## config.mk

```make
export PLATFORM = sky130hd
export DESIGN_NAME = config_packet_stream_parser_core
export DESIGN_NICKNAME = d
export VERILOG_FILES = /design/src/sv/cpsp_pkg.sv /design/src/sv/cpsp_front.sv /design/src/sv/cpsp_queue.sv /design/src/sv/cpsp_back.sv /design/src/sv/config_packet_stream_parser_core.sv
export VERILOG_INCLUDE_DIRS = /design/src /design/src/sv
export SDC_FILE = /design/constraint.sdc
export NUM_CORES = 1
export LEC_CHECK = 0
export ABC_AREA = 1
export BUFFER_PORTS_ARGS = -buffer_cell sky130_fd_sc_hd__buf_2
export CAP_MARGIN = 0
export CORE_MARGIN = 2
export CORE_UTILIZATION = 40
export CTS_BUF_LIST = sky130_fd_sc_hd__clkbuf_4
export DETAILED_ROUTE_END_ITERATION = 10
export PLACE_DENSITY = 0.64
export SYNTH_ARGS = -nofsm -noshare
export SYNTH_HDL_FRONTEND = slang
export SYNTH_HIERARCHICAL = 1
export SYNTH_SLANG_ARGS = --single-unit
```

## constraint.sdc

```tcl
create_clock -name i_clk -period 13.53 [get_ports i_clk]
set_input_delay 4.059 -clock i_clk [delete_from_list [all_inputs] [get_ports i_clk]]
set_output_delay 4.059 -clock i_clk [all_outputs]
set_load 0.01 [all_outputs]
```

## src/sv/config_packet_stream_parser_core_assert.svh

```systemverilog
// assertion macros used by the parser back end
`ifndef CONFIG_PACKET_STREAM_PARSER_CORE_ASSERT_SVH
`define CONFIG_PACKET_STREAM_PARSER_CORE_ASSERT_SVH

// same-cycle implication, disabled while reset is low
`define CPSP_ASSERT(label, clk, rst_n, ante, cons) \
    label: assert property (@(posedge clk) disable iff (!rst_n) (ante) |-> (cons)) \
        else $error("cpsp assertion failed");

// next-cycle implication, disabled while reset is low
`define CPSP_ASSERT_NEXT(label, clk, rst_n, ante, cons) \
    label: assert property (@(posedge clk) disable iff (!rst_n) (ante) |=> (cons)) \
        else $error("cpsp assertion failed");

`endif

```

## src/sv/cpsp_pkg.sv

```systemverilog
// shared types, constants and decode functions of the configuration stream parser
package cpsp_pkg;

    localparam int FRAME_WORDS      = 101;
    localparam int FRAME_COUNT_BITS = 24;
    localparam int QUEUE_DEPTH      = 4;
    localparam int QUEUE_PTR_W      = $clog2(QUEUE_DEPTH);
    localparam int QUEUE_CNT_W      = $clog2(QUEUE_DEPTH + 1);

    localparam logic [6:0]  FRAME_LAST = 7'(FRAME_WORDS - 1);
    localparam logic [23:0] RUN_MAX    = 24'hffffff;

    localparam logic [31:0] DUMMY_WORD      = 32'hffffffff;
    localparam logic [31:0] WIDTH_SYNC_WORD = 32'h000000bb;
    localparam logic [31:0] WIDTH_DET_WORD  = 32'h11220044;
    localparam logic [31:0] SYNC_WORD       = 32'haa995566;
    localparam logic [31:0] NOOP_WORD       = 32'h20000000;
    localparam logic [2:0]  TYPE1_TAG       = 3'b001;
    localparam logic [2:0]  TYPE2_TAG       = 3'b010;
    localparam logic [13:0] REG_CMD         = 14'd4;
    localparam logic [13:0] REG_FAR         = 14'd1;

    typedef enum logic [3:0] {
        KIND_DUMMY      = 4'd0,
        KIND_WIDTH_SYNC = 4'd1,
        KIND_WIDTH      = 4'd2,
        KIND_SYNC       = 4'd3,
        KIND_TYPE1_HDR  = 4'd4,
        KIND_TYPE2_HDR  = 4'd5,
        KIND_UNKNOWN    = 4'd6,
        KIND_REG_DATA   = 4'd7,
        KIND_COMMAND    = 4'd8,
        KIND_ADDRESS    = 4'd9,
        KIND_FRAME_DATA = 4'd10
    } t_kind;

    typedef enum logic [1:0] {
        MODE_HEADER = 2'd0,
        MODE_TYPE1  = 2'd1,
        MODE_TYPE2  = 2'd2
    } t_mode;

    // classified word handed from front to back
    typedef struct packed {
        t_kind       kind;
        logic [31:0] word;
        logic [1:0]  op_code;
        logic [13:0] reg_addr;
        logic [26:0] word_count;
        logic        known_code;
        logic [6:0]  frame_offset;
        logic        frame_end;
        logic        extra_close;
    } t_token;

    typedef struct packed {
        t_kind       kind;
        logic [31:0] raw_word;
        logic [1:0]  op_code;
        logic [13:0] reg_addr;
        logic [26:0] word_count;
        logic        known_code;
        logic [23:0] frame_number;
        logic [6:0]  frame_offset;
        logic        frame_end;
        logic        frame_nonzero;
        logic [23:0] zero_frames_before;
    } t_result;

    function automatic logic reg_known(input logic [13:0] r);
        return (r <= 14'h0e) || (r == 14'h10) || (r == 14'h11) ||
               (r == 14'h16) || (r == 14'h18);
    endfunction

    function automatic logic cmd_known(input logic [7:0] c);
        return (c <= 8'h0d) || (c == 8'h0f) || (c == 8'h10) || (c == 8'h11);
    endfunction

    function automatic logic [23:0] sat_inc(input logic [23:0] x);
        return (x == RUN_MAX) ? x : x + 24'd1;
    endfunction

endpackage

```

## src/sv/cpsp_front.sv

```systemverilog
// front end: packet state tracking and word classification
module cpsp_front
    import cpsp_pkg::*;
(
    input  logic   i_clk,
    input  logic   i_rst_n,
    input  logic   i_valid,
    output logic   o_ready,
    input  logic [31:0] i_word,
    output logic   o_push_valid,
    input  logic   i_push_ready,
    output t_token o_token
);

    t_mode       r_mode,   n_mode;
    logic [26:0] r_left,   n_left;
    logic [13:0] r_reg,    n_reg;
    logic [1:0]  r_op,     n_op;
    logic        r_single, n_single;
    logic [6:0]  r_offset, n_offset;

    logic accept;
    logic in_t1, in_t2;
    logic is_t1h, is_t2h, is_noop, is_fixed;
    logic t2_full, t2_last, t2_end;
    logic [26:0] t1_cnt, t2_cnt;

    assign accept  = i_valid && i_push_ready;
    assign o_ready = i_push_ready;

    assign in_t1   = (r_mode == MODE_TYPE1) && (r_left != '0);
    assign in_t2   = (r_mode == MODE_TYPE2) && (r_left != '0);
    assign is_fixed = (i_word == DUMMY_WORD) || (i_word == WIDTH_SYNC_WORD) ||
                      (i_word == WIDTH_DET_WORD) || (i_word == SYNC_WORD);
    assign is_t1h  = (i_word[31:29] == TYPE1_TAG);
    assign is_t2h  = (i_word[31:29] == TYPE2_TAG);
    assign is_noop = !in_t1 && !in_t2 && (i_word == NOOP_WORD);
    assign t1_cnt  = 27'(i_word[10:0]);
    assign t2_cnt  = i_word[26:0];
    assign t2_full = (r_offset >= FRAME_LAST);
    assign t2_last = (r_left == 27'd1);
    assign t2_end  = t2_full || t2_last;

    assign o_push_valid = i_valid && !is_noop;

    // next state
    always_comb begin
        n_mode   = r_mode;
        n_left   = r_left;
        n_reg    = r_reg;
        n_op     = r_op;
        n_single = r_single;
        n_offset = r_offset;
        if (accept) begin
            if (in_t1) begin
                n_left = r_left - 27'd1;
                if (t2_last) begin
                    n_mode = MODE_HEADER;
                end
            end else if (in_t2) begin
                n_left   = r_left - 27'd1;
                n_offset = t2_end ? 7'd0 : r_offset + 7'd1;
                if (t2_last) begin
                    n_mode = MODE_HEADER;
                end
            end else begin
                n_mode = MODE_HEADER;
                if (!is_fixed && is_t1h && !is_noop) begin
                    n_op     = i_word[28:27];
                    n_reg    = i_word[26:13];
                    n_single = (t1_cnt == 27'd1);
                    n_left   = t1_cnt;
                    n_mode   = (t1_cnt != '0) ? MODE_TYPE1 : MODE_HEADER;
                end else if (!is_fixed && is_t2h) begin
                    n_left   = t2_cnt;
                    n_offset = 7'd0;
                    n_mode   = (t2_cnt != '0) ? MODE_TYPE2 : MODE_HEADER;
                end
            end
        end
    end

    // token for the queue
    always_comb begin
        o_token      = '0;
        o_token.word = i_word;
        o_token.kind = KIND_UNKNOWN;
        if (in_t1) begin
            o_token.op_code    = r_op;
            o_token.reg_addr   = r_reg;
            o_token.word_count = r_left;
            if (r_single && (r_reg == REG_CMD) && (i_word[31:8] == '0)) begin
                o_token.kind       = KIND_COMMAND;
                o_token.known_code = cmd_known(i_word[7:0]);
            end else if (r_single && (r_reg == REG_FAR)) begin
                o_token.kind       = KIND_ADDRESS;
                o_token.known_code = 1'b1;
            end else begin
                o_token.kind       = KIND_REG_DATA;
                o_token.known_code = reg_known(r_reg);
            end
        end else if (in_t2) begin
            o_token.kind         = KIND_FRAME_DATA;
            o_token.word_count   = r_left;
            o_token.frame_offset = r_offset;
            o_token.frame_end    = t2_end;
            o_token.extra_close  = t2_full && t2_last;
        end else if (i_word == DUMMY_WORD) begin
            o_token.kind = KIND_DUMMY;
        end else if (i_word == WIDTH_SYNC_WORD) begin
            o_token.kind = KIND_WIDTH_SYNC;
        end else if (i_word == WIDTH_DET_WORD) begin
            o_token.kind = KIND_WIDTH;
        end else if (i_word == SYNC_WORD) begin
            o_token.kind = KIND_SYNC;
        end else if (is_t1h) begin
            o_token.kind       = KIND_TYPE1_HDR;
            o_token.op_code    = i_word[28:27];
            o_token.reg_addr   = i_word[26:13];
            o_token.word_count = t1_cnt;
            o_token.known_code = reg_known(i_word[26:13]);
        end else if (is_t2h) begin
            o_token.kind       = KIND_TYPE2_HDR;
            o_token.op_code    = i_word[28:27];
            o_token.word_count = t2_cnt;
        end
    end

    always_ff @(posedge i_clk) begin
        if (!i_rst_n) begin
            r_mode   <= MODE_HEADER;
            r_left   <= '0;
            r_reg    <= '0;
            r_op     <= '0;
            r_single <= 1'b0;
            r_offset <= '0;
        end else begin
            r_mode   <= n_mode;
            r_left   <= n_left;
            r_reg    <= n_reg;
            r_op     <= n_op;
            r_single <= n_single;
            r_offset <= n_offset;
        end
    end

endmodule

```

## src/sv/cpsp_queue.sv

```systemverilog
// short token queue between front and back
module cpsp_queue
    import cpsp_pkg::*;
(
    input  logic   i_clk,
    input  logic   i_rst_n,
    input  logic   i_push,
    output logic   o_push_ready,
    input  t_token i_token,
    output logic   o_pop_valid,
    input  logic   i_pop,
    output t_token o_token
);

    t_token                 r_mem [QUEUE_DEPTH];
    logic [QUEUE_PTR_W-1:0] r_wr_ptr, r_rd_ptr;
    logic [QUEUE_CNT_W-1:0] r_count;
    logic                   do_push, do_pop;

    function automatic logic [QUEUE_PTR_W-1:0] ptr_inc(input logic [QUEUE_PTR_W-1:0] p);
        return (p == QUEUE_PTR_W'(QUEUE_DEPTH - 1)) ? '0 : p + QUEUE_PTR_W'(1);
    endfunction

    assign o_push_ready = (r_count != QUEUE_CNT_W'(QUEUE_DEPTH));
    assign o_pop_valid  = (r_count != '0);
    assign o_token      = r_mem[r_rd_ptr];
    assign do_push      = i_push && o_push_ready;
    assign do_pop       = i_pop && o_pop_valid;

    always_ff @(posedge i_clk) begin
        if (do_push) begin
            r_mem[r_wr_ptr] <= i_token;
        end
    end

    always_ff @(posedge i_clk) begin
        if (!i_rst_n) begin
            r_wr_ptr <= '0;
            r_rd_ptr <= '0;
            r_count  <= '0;
        end else begin
            if (do_push) begin
                r_wr_ptr <= ptr_inc(r_wr_ptr);
            end
            if (do_pop) begin
                r_rd_ptr <= ptr_inc(r_rd_ptr);
            end
            case ({do_push, do_pop})
                2'b10:   r_count <= r_count + QUEUE_CNT_W'(1);
                2'b01:   r_count <= r_count - QUEUE_CNT_W'(1);
                default: r_count <= r_count;
            endcase
        end
    end

endmodule

```

## src/sv/cpsp_back.sv

```systemverilog
// back end: frame bookkeeping and the output register
`include "config_packet_stream_parser_core_assert.svh"
module cpsp_back
    import cpsp_pkg::*;
(
    input  logic    i_clk,
    input  logic    i_rst_n,
    input  logic    i_valid,
    output logic    o_ready,
    input  t_token  i_token,
    output logic    o_valid,
    input  logic    i_ready,
    output t_result o_result
);

    logic                        r_valid;
    t_result                     r_res, n_res;
    logic                        r_any, n_any;
    logic [FRAME_COUNT_BITS-1:0] r_fcnt, n_fcnt;
    logic [23:0]                 r_run, n_run, run_a;

    logic pop, is_data, any, close1, close2;

    assign o_ready  = !r_valid || i_ready;
    assign pop      = i_valid && o_ready;
    assign o_valid  = r_valid;
    assign o_result = r_res;

    assign is_data = (i_token.kind == KIND_FRAME_DATA);
    assign any     = r_any || (i_token.word != '0);
    assign close1  = is_data && i_token.frame_end;
    // empty frame after a boundary-aligned payload, or a zero-length type-2 packet
    assign close2  = (is_data && i_token.extra_close) ||
                     ((i_token.kind == KIND_TYPE2_HDR) && (i_token.word_count == '0));

    always_comb begin
        run_a  = close1 ? (any ? 24'd0 : sat_inc(r_run)) : r_run;
        n_run  = close2 ? sat_inc(run_a) : run_a;
        n_fcnt = r_fcnt + FRAME_COUNT_BITS'(close1) + FRAME_COUNT_BITS'(close2);
        n_any  = r_any;
        if (i_token.kind == KIND_TYPE2_HDR) begin
            n_any = 1'b0;
        end else if (is_data) begin
            n_any = i_token.frame_end ? 1'b0 : any;
        end
    end

    always_comb begin
        n_res                    = '0;
        n_res.kind               = i_token.kind;
        n_res.raw_word           = i_token.word;
        n_res.op_code            = i_token.op_code;
        n_res.reg_addr           = i_token.reg_addr;
        n_res.word_count         = i_token.word_count;
        n_res.known_code         = i_token.known_code;
        n_res.frame_offset       = i_token.frame_offset;
        n_res.frame_end          = i_token.frame_end;
        n_res.frame_number       = is_data ? 24'(r_fcnt) : 24'd0;
        n_res.frame_nonzero      = close1 && any;
        n_res.zero_frames_before = close1 ? r_run : 24'd0;
    end

    always_ff @(posedge i_clk) begin
        if (pop) begin
            r_res <= n_res;
        end
    end

    always_ff @(posedge i_clk) begin
        if (!i_rst_n) begin
            r_valid <= 1'b0;
            r_any   <= 1'b0;
            r_fcnt  <= '0;
            r_run   <= '0;
        end else begin
            if (pop) begin
                r_valid <= 1'b1;
                r_any   <= n_any;
                r_fcnt  <= n_fcnt;
                r_run   <= n_run;
            end else if (i_ready) begin
                r_valid <= 1'b0;
            end
        end
    end

    `CPSP_ASSERT(a_end_is_data, i_clk, i_rst_n, r_valid && r_res.frame_end, r_res.kind == KIND_FRAME_DATA)
    `CPSP_ASSERT(a_stats_at_end, i_clk, i_rst_n, r_valid && !r_res.frame_end, r_res.zero_frames_before == '0 && !r_res.frame_nonzero)
    `CPSP_ASSERT_NEXT(a_run_cleared, i_clk, i_rst_n, pop && close1 && any && !close2, r_run == '0)
    `CPSP_ASSERT_NEXT(a_any_cleared, i_clk, i_rst_n, pop && close1, !r_any)

endmodule

```

## src/sv/config_packet_stream_parser_core.sv

```systemverilog
// top level of the configuration packet stream parser
//
//  channel   dir  handshake               payload
//  s (word)  in   i_s_tvalid/o_s_tready   i_s_tdata = word
//  m (item)  out  o_m_tvalid/i_m_tready   o_m_tdata, o_m_tuser = kind, o_m_tlast = frame_end
//
// one word per cycle sustained while the queue has room: classification is combinational, frame update registered
// two register stages: an accepted word is written into the queue, and the back end loads
//   its result into the output register that drives o_m_tvalid when it pops the token
// a four-word queue between front and back absorbs output stalls; s side stalls
//   only when the queue is full
// the exact noop word outside a payload is consumed and produces no output word
// reset is synchronous, active low, and clears all parse and frame state
module config_packet_stream_parser_core
    import cpsp_pkg::*;
(
    input  logic         i_clk,
    input  logic         i_rst_n,
    // stream input
    input  logic         i_s_tvalid,
    output logic         o_s_tready,
    input  logic [31:0]  i_s_tdata,   // [31:0] word
    // stream output
    output logic         o_m_tvalid,
    input  logic         i_m_tready,
    // [31:0] raw_word, [33:32] op_code, [47:34] reg_addr, [74:48] word_count,
    // [75] known_code, [99:76] frame_number, [106:100] frame_offset,
    // [107] frame_nonzero, [131:108] zero_frames_before, [135:132] zero
    output logic [135:0] o_m_tdata,
    output logic [3:0]   o_m_tuser,   // [3:0] kind
    output logic         o_m_tlast    // frame_end
);

    // front to queue
    logic    push_valid, push_ready;
    t_token  push_token;
    // queue to back
    logic    pop_valid, pop_ready;
    t_token  pop_token;
    t_result result;

    // header/payload tracking and word decode
    cpsp_front u_front (
        .i_clk        (i_clk),
        .i_rst_n      (i_rst_n),
        .i_valid      (i_s_tvalid),
        .o_ready      (o_s_tready),
        .i_word       (i_s_tdata),
        .o_push_valid (push_valid),
        .i_push_ready (push_ready),
        .o_token      (push_token)
    );

    // decouples decode from frame bookkeeping and output backpressure
    cpsp_queue u_queue (
        .i_clk        (i_clk),
        .i_rst_n      (i_rst_n),
        .i_push       (push_valid),
        .o_push_ready (push_ready),
        .i_token      (push_token),
        .o_pop_valid  (pop_valid),
        .i_pop        (pop_ready),
        .o_token      (pop_token)
    );

    // frame counters and the output register
    cpsp_back u_back (
        .i_clk    (i_clk),
        .i_rst_n  (i_rst_n),
        .i_valid  (pop_valid),
        .o_ready  (pop_ready),
        .i_token  (pop_token),
        .o_valid  (o_m_tvalid),
        .i_ready  (i_m_tready),
        .o_result (result)
    );

    // pack the output word, raw_word in the low bits, zero pad on top
    assign o_m_tdata = {4'd0,
                        result.zero_frames_before,
                        result.frame_nonzero,
                        result.frame_offset,
                        result.frame_number,
                        result.known_code,
                        result.word_count,
                        result.reg_addr,
                        result.op_code,
                        result.raw_word};
    assign o_m_tuser = result.kind;
    assign o_m_tlast = result.frame_end;

endmodule

```

==> reports/summary.txt, run 1 <==
P per Cell Area -> 211 mW/mm²
Cell mode on critical path -> inv_1
Crit end category -> register
Worst Clk Skew -> 0.0558 ns
Die X -> 268 µm
Gr usage total -> 21.6%
CTS Buf Count -> 163
Crit path time final -> 6.73 ns
Die ar. -> 0.0717 mm²
Via/cell ratio -> 5.17
Wirelength per Cell -> 18.8 µm
Drt drc -> 0
Detailed Place HPWL -> 51,100 µm
Setup CP Type -> register to register
Global-route wire length before repair -> 118,000 µm
Tcrit/Tclk final -> 49.7%
RD Place Congestion -> 0.992
Skew-Pair Late Insertion Delay -> 1.02 ns
Worst Path Arrival -> 7.65 ns
Via count -> 21,300
Area grow syn2layout -> 12.4%
Headroom to the max-slew limit -> 26.7%
Layout Nets -> 3,102
Yosys reg bits -> 605
ANT nets after route -> 0
Register area -> 0.0171 mm²
Post-Synthesis Cells -> 2,850
Clk slew on worst S/H paths -> 0.06 ns
Core area -> 0.0687 mm²
Sink Count -> 605
Vias in the first global route -> 20,200
VDD IR-drop max -> 129 µV
Worst slack at placement -> 6.44 ns
CTS Hold Bufs -> 0
Seq/Total Area, Yosys -> 61.2%
Max Cap Viol -> 0
Number of synthesized flops with an enable pin -> 493
Fillers -> 6,656
Slowest-stage cell, CP -> buf_4
Crit-path max FO -> 59
Initial Utilization -> 40.5%
Leak -> 12.1 nW
H-tree Lvls -> 4
YS warnings -> 6
Root Driver -> clkbuf_4
Prevailing post-synth register cell -> edfxtp_1
Row count -> 96
Final non-filler cell total -> 4,121
Achievable Freq -> 149 MHz
Worst Tran Pin Value -> 1.09 ns
Outcome -> finished clean
Initial antenna violation count -> 3
Initial DRC count -> 2,112
Worst reg2reg setup slack -> 6.80 ns
Multi-input gate area -> 0.00891 mm²
Max reg flops -> 356
Placed cells -> 3,816
Total grt overflow -> 0
Drt total wl -> 77,400 µm
Share of cells above drive strength 1 -> 17.9%
Largest net degree at the start of global routing -> 98
Max Root-Sink Buffers -> 3
Final setup viols -> 0
Worst path max stage delay -> 0.65 ns
DIE HEIGHT -> 268 µm
Hold Path Class -> register to register
Worst Hold Slack -> 0.472 ns
Unique masters post-synth -> 53
Pre-antenna DRT Iters -> 6
Syn Std Cell Area -> 0.0278 mm²
Asr flop ratio synth -> 0%
Biggest register -> u_queue/r_mem
Setup Buffers After CTS -> 0
I/O Buffers -> 174
Slew Limit Fails -> 0
Syn_area_per_cell -> 9.77 µm²
Count of final hold-check violations -> 0
CTS tree -> built
Resized cells post-CTS -> 0
RSZ-0062 raised after global routing -> false
Final worst slack -> 6.80 ns
Startpoint Class -> register
I/O Pins -> 179
Worst Path Required -> 14.45 ns
Sum of negative setup slack -> 0 ns
metrics by stage:
| step | utilization [%] | cell area, µm² | power, mW |
|---|---|---|---|
| 3_3_place_gp | 42.3 | 29100 | 4.95 |
| 3_5_place_dp | 42.3 | 29100 | 4.96 |
| 4_1_cts | 45.6 | 31300 | 6.69 |
| 6_report | 45.6 | 31300 | 6.62 |
| 5_1_grt | 45.6 | 31300 | 7.04 |
| 2_1_floorplan | - | 27900 | 4.20 |
layout make-up:
| class | instances | share of cell area [%] |
|---|---|---|
| antenna | 5 | 0.0400 |
| clock buffer | 252 | 6.04 |
| clock inverter | 48 | 1.09 |
| inverter | 234 | 2.84 |
| multi-input combinational | 1848 | 28.4 |
| sequential | 605 | 54.5 |
| tap | 931 | 3.72 |
| timing repair buffer | 198 | 3.36 |
synthesized netlist by cell type (17+ instances only):
| cell type | number | area share [%] |
|---|---|---|
| nor2_1 | 521 | 7.0 |
| edfxtp_1 | 493 | 53 |
| nand2_1 | 486 | 6.6 |
| inv_1 | 217 | 2.9 |
| o21ai_0 | 205 | 3.7 |
| nand3_1 | 137 | 2.5 |
| o22ai_1 | 116 | 2.6 |
| dfxtp_1 | 112 | 8.1 |
| nand4_1 | 61 | 1.4 |
| a21oi_1 | 60 | 1.1 |
| clkbuf_1 | 55 | 0.74 |
| buf_4 | 48 | 1.3 |
| o21ai_1 | 46 | 0.83 |
| buf_2 | 33 | 0.59 |
| nor3_1 | 31 | 0.56 |
| xor2_1 | 28 | 0.88 |
| buf_6 | 25 | 1.0 |
| o211ai_1 | 25 | 0.67 |
| nand2_2 | 21 | 0.47 |
| nor2_2 | 17 | 0.38 |
report_power, final:
part / switching, mW / internal [mW] / leakage, nW / total (mW)
clock network: 0.774 / 0.932 / 1.33 / 1.71
registers: 0.189 / 2.56 / 5.60 / 2.75
logic: 1.59 / 0.576 / 5.16 / 2.16
metal layers:
metal / wire length [µm] / track usage [%] / up-vias
met5: 17 / 0 / -
met4: 2380 / 8.98 / 2
met3: 4610 / 4.22 / 146
met2: 36800 / 35.1 / 741
met1: 33600 / 28.4 / 10100
li1: - / - / 10300
critical path: cells and delay by family (launching register included):
family | cells | cell delay [ns]
compound gates | 3 | 0.72
fa+ha+maj | 2 | 0.50
buf+inv | 10 | 2.86
flops | 1 | 0.31
simple gates | 13 | 2.20
final timing paths:
kind                             startpoint                        endpoint  cells after the start
max                                register  u_back/r_fcnt[20]$_SDFFE_PN0P_                     28
min          u_back/r_fcnt[23]$_SDFFE_PN0P_  u_back/r_fcnt[23]$_SDFFE_PN0P_                      2
max reg2reg                        register  u_back/r_fcnt[20]$_SDFFE_PN0P_                     28
min reg2reg  u_back/r_fcnt[23]$_SDFFE_PN0P_  u_back/r_fcnt[23]$_SDFFE_PN0P_                      2
cell usage in the layout, fill, tap and decap left out, types with 5 or more instances in the layout:
| cell type | Yosys | routed |
|---|---|---|
| a21oi_1 | 60 | 60 |
| buf_2 | 33 | 174 |
| buf_4 | 48 | 24 |
| clkbuf_4 | 0 | 252 |
| clkinv_1 | 2 | 29 |
| clkinv_2 | 1 | 10 |
| dfxtp_1 | 112 | 110 |
| diode_2 | 0 | 5 |
| edfxtp_1 | 493 | 493 |
| ha_1 | 14 | 14 |
| inv_1 | 217 | 216 |
| inv_2 | 13 | 13 |
| nand2_1 | 486 | 486 |
| nand2_2 | 21 | 21 |
| nand3_1 | 137 | 137 |
| nand3_2 | 6 | 6 |
| nand3b_1 | 6 | 6 |
| nand4_1 | 61 | 61 |
| nor2_1 | 521 | 517 |
| nor2_2 | 17 | 17 |
| nor2_4 | 16 | 20 |
| nor3_1 | 31 | 31 |
| nor4_1 | 13 | 13 |
| o211ai_1 | 25 | 25 |
| o21ai_0 | 205 | 205 |
| o21ai_1 | 46 | 46 |
| o22ai_1 | 116 | 116 |
| xor2_1 | 28 | 28 |
logic make-up after synthesis:
| group | count (synthesis) | synth area share [%] |
|---|---|---|
| buffers and inverters | 400 | 6.94 |
| AOI/OAI and AO/OA | 466 | 9.41 |
| adders and majority gates | 16 | 0.773 |
| other | 1 | 0.0135 |
| xor gates and xnor gates | 29 | 0.912 |
| and+or+nand+nor | 1333 | 20.7 |
| DFF | 605 | 61.2 |
No activity file was read; power rests on OpenSTA's default activity.
==> run 2: changes to the inputs <==
Clock period 13.53 ns to 7.05 ns, I/O delays scaled along.
==> run 2 against run 1 <==
Net effect: critical path depth decreased by 8; clock skew increased by 0.037 ns; critical path type unchanged; final cell count shrank 0.49%; critical endpoint is now u_back/r_run[1]$_SDFFE_PN0P_; count of clock-buffer cells in the layout fell by 12; highest routed layer unchanged; via count fell by 0.50%; worst hold slack got worse by 0.00054 ns; power rose by 87%; setup slack worse by 5.3 ns; largest power group unchanged; maximum frequency grew 21%.
==> reports/summary.txt, run 2 (synthesis results as in run 1) <==
Initial DRC count -> 1,918
Pre-antenna DRT Iters -> 6
Worst Path Arrival -> 6.34 ns
Most frequent cells in the layout -> 517 x nor2_1, 493 x edfxtp_1, 486 x nand2_1
Drt total wl -> 74,500 µm
VDD IR-drop max -> 231 µV
Clk slew on worst S/H paths -> 0.06 ns
Detailed Place HPWL -> 48,300 µm
Worst Path Required -> 7.85 ns
Final non-filler cell total -> 4,101
Fillers -> 6,624
Crit-path max FO -> 129
Final setup viols -> 0
Layout Nets -> 3,099
Resized cells post-CTS -> 0
H-tree Lvls -> 4
Skew-Pair Late Insertion Delay -> 0.99 ns
P per Cell Area -> 396 mW/mm²
Die X -> 268 µm
Leak -> 12.0 nW
Global-route wire length before repair -> 113,000 µm
Crit path time final -> 5.54 ns
Multi-input gate area -> 0.00891 mm²
Setup CP Type -> register to register
Register area -> 0.0171 mm²
CTS Hold Bufs -> 0
I/O Pins -> 179
Worst slack at placement -> 1.56 ns
Vias in the first global route -> 19,900
Setup Buffers After CTS -> 0
Largest net degree at the start of global routing -> 130
Placed cells -> 3,819
Root Driver -> clkbuf_4
Worst Tran Pin Value -> 1.05 ns
Max Root-Sink Buffers -> 3
Gr usage total -> 20.6%
Max reg flops -> 356
Via count -> 21,200
I/O Buffers -> 174
Initial Utilization -> 40.5%
Most common cell after layout, fill and taps aside -> nor2_1
Crit-path cells -> inv_6 -> buf_4 -> o21ai_0 -> o22ai_1 -> or2_0 -> nor2_1 -> nand3_1 -> o21ai_1 -> inv_1 -> nor2_4 -> ha_1 -> nand2_1 -> nor2_4 -> nand3_2 -> nor2_4 -> nand2_4 -> nand2_2 -> nand2_1 -> nand3_1 -> a21oi_1
Cell mode on critical path -> nor2_4
Top Usage Layer GRT -> met2
RSZ-0062 raised after global routing -> false
Initial antenna violation count -> 4
Placed Area -> 0.0292 mm²
Biggest register -> u_queue/r_mem
Wirelength per Cell -> 18.2 µm
Sink Count -> 605
Share of cells above drive strength 1 -> 17.6%
Hold Path Class -> register to register
Worst Clk Skew -> 0.0928 ns
CTS Buf Count -> 157
Met3 Track Usage GR -> 5.92%
Met2 global-route usage -> 34.0%
Slowest-stage cell, CP -> o21ai_1
Total grt overflow -> 0
Sum of negative setup slack -> 0 ns
Achievable Freq -> 181 MHz
Final worst slack -> 1.51 ns
DIE HEIGHT -> 268 µm
Core area -> 0.0687 mm²
Slew Limit Fails -> 0
RD Place Congestion -> 0.953
Headroom to the max-slew limit -> 29.9%
Via/cell ratio -> 5.16
Tcrit/Tclk final -> 78.6%
Worst path max stage delay -> 0.80 ns
ANT nets after route -> 0
Row count -> 96
Crit end category -> register
Count of final hold-check violations -> 0
Max Cap Viol -> 0
Outcome -> finished clean
Design area -> 0.0312 mm²
Startpoint Class -> register
Die ar. -> 0.0717 mm²
Drt drc -> 0
Area grow syn2layout -> 12.2%
Global routing met1 resource utilization -> 25.2%
CTS tree -> built
run 2: cell types whose count changed in the layout (fill, tap and decap cells not counted), moves of 3 or more:
cell	previous run	this run
clkinv_1	29	23
clkbuf_4	252	240
clkinvlp_4	0	4
buf_12	0	6
buf_4	24	21
clkinv_4	4	1
clkinv_2	10	6
run 2: through the flow:
step           utilization (%)  power [mW]  hold slack, ns
6_report                  45.5        12.4           0.472
5_1_grt                   45.5        13.2           0.509
4_1_cts                   45.5        12.5           0.473
3_5_place_dp              42.4        9.37           0.464
3_3_place_gp              42.4        9.34           0.453
2_1_floorplan                -        8.06           0.445
run 2: per-layer routing:
metal / part of all wire (%) / vias to the layer above / routed length [µm]
met1: 41 / 10100 / 30800
met2: 48 / 762 / 36100
met5: 0.016 / - / 12
met4: 2.9 / 2 / 2140
met3: 7.4 / 139 / 5480
li1: - / 10200 / -
run 2: final timing paths:
path | from | endpoint | slack, ns | cells past startpoint
setup / recovery | register | u_back/r_run[1]$_SDFFE_PN0P_ | 1.51 | 20
hold / removal | u_back/r_fcnt[23]$_SDFFE_PN0P_ | u_back/r_fcnt[23]$_SDFFE_PN0P_ | 0.47 | 2
setup reg to reg | register | u_back/r_run[1]$_SDFFE_PN0P_ | 1.51 | 20
hold reg to reg | u_back/r_fcnt[23]$_SDFFE_PN0P_ | u_back/r_fcnt[23]$_SDFFE_PN0P_ | 0.47 | 2
run 2: area by class of cell:
class,count,area share [%]
inverter,234,2.85
clock inverter,39,0.853
clock buffer,240,5.77
antenna,3,0.0240
tap,931,3.73
timing repair buffer,201,3.68
multi-input combinational,1848,28.5
sequential,605,54.6
run 2: critical path, delay by kind of cell (launching register included):
| kind | cells | cell delay, ns |
|---|---|---|
| and+or+nand+nor | 12 | 1.77 |
| DFF | 1 | 0.75 |
| adders and majority gates | 1 | 0.33 |
| AOI/OAI and AO/OA | 4 | 1.21 |
| buffers and inverters | 3 | 1.22 |
run 2: report_power, final:
group	internal (mW)	leakage [nW]	switching, mW	total, mW
Clock	1.66	1.23	1.42	3.08
Combinational	1.13	5.20	2.83	3.96
Sequential	4.91	5.60	0.414	5.32
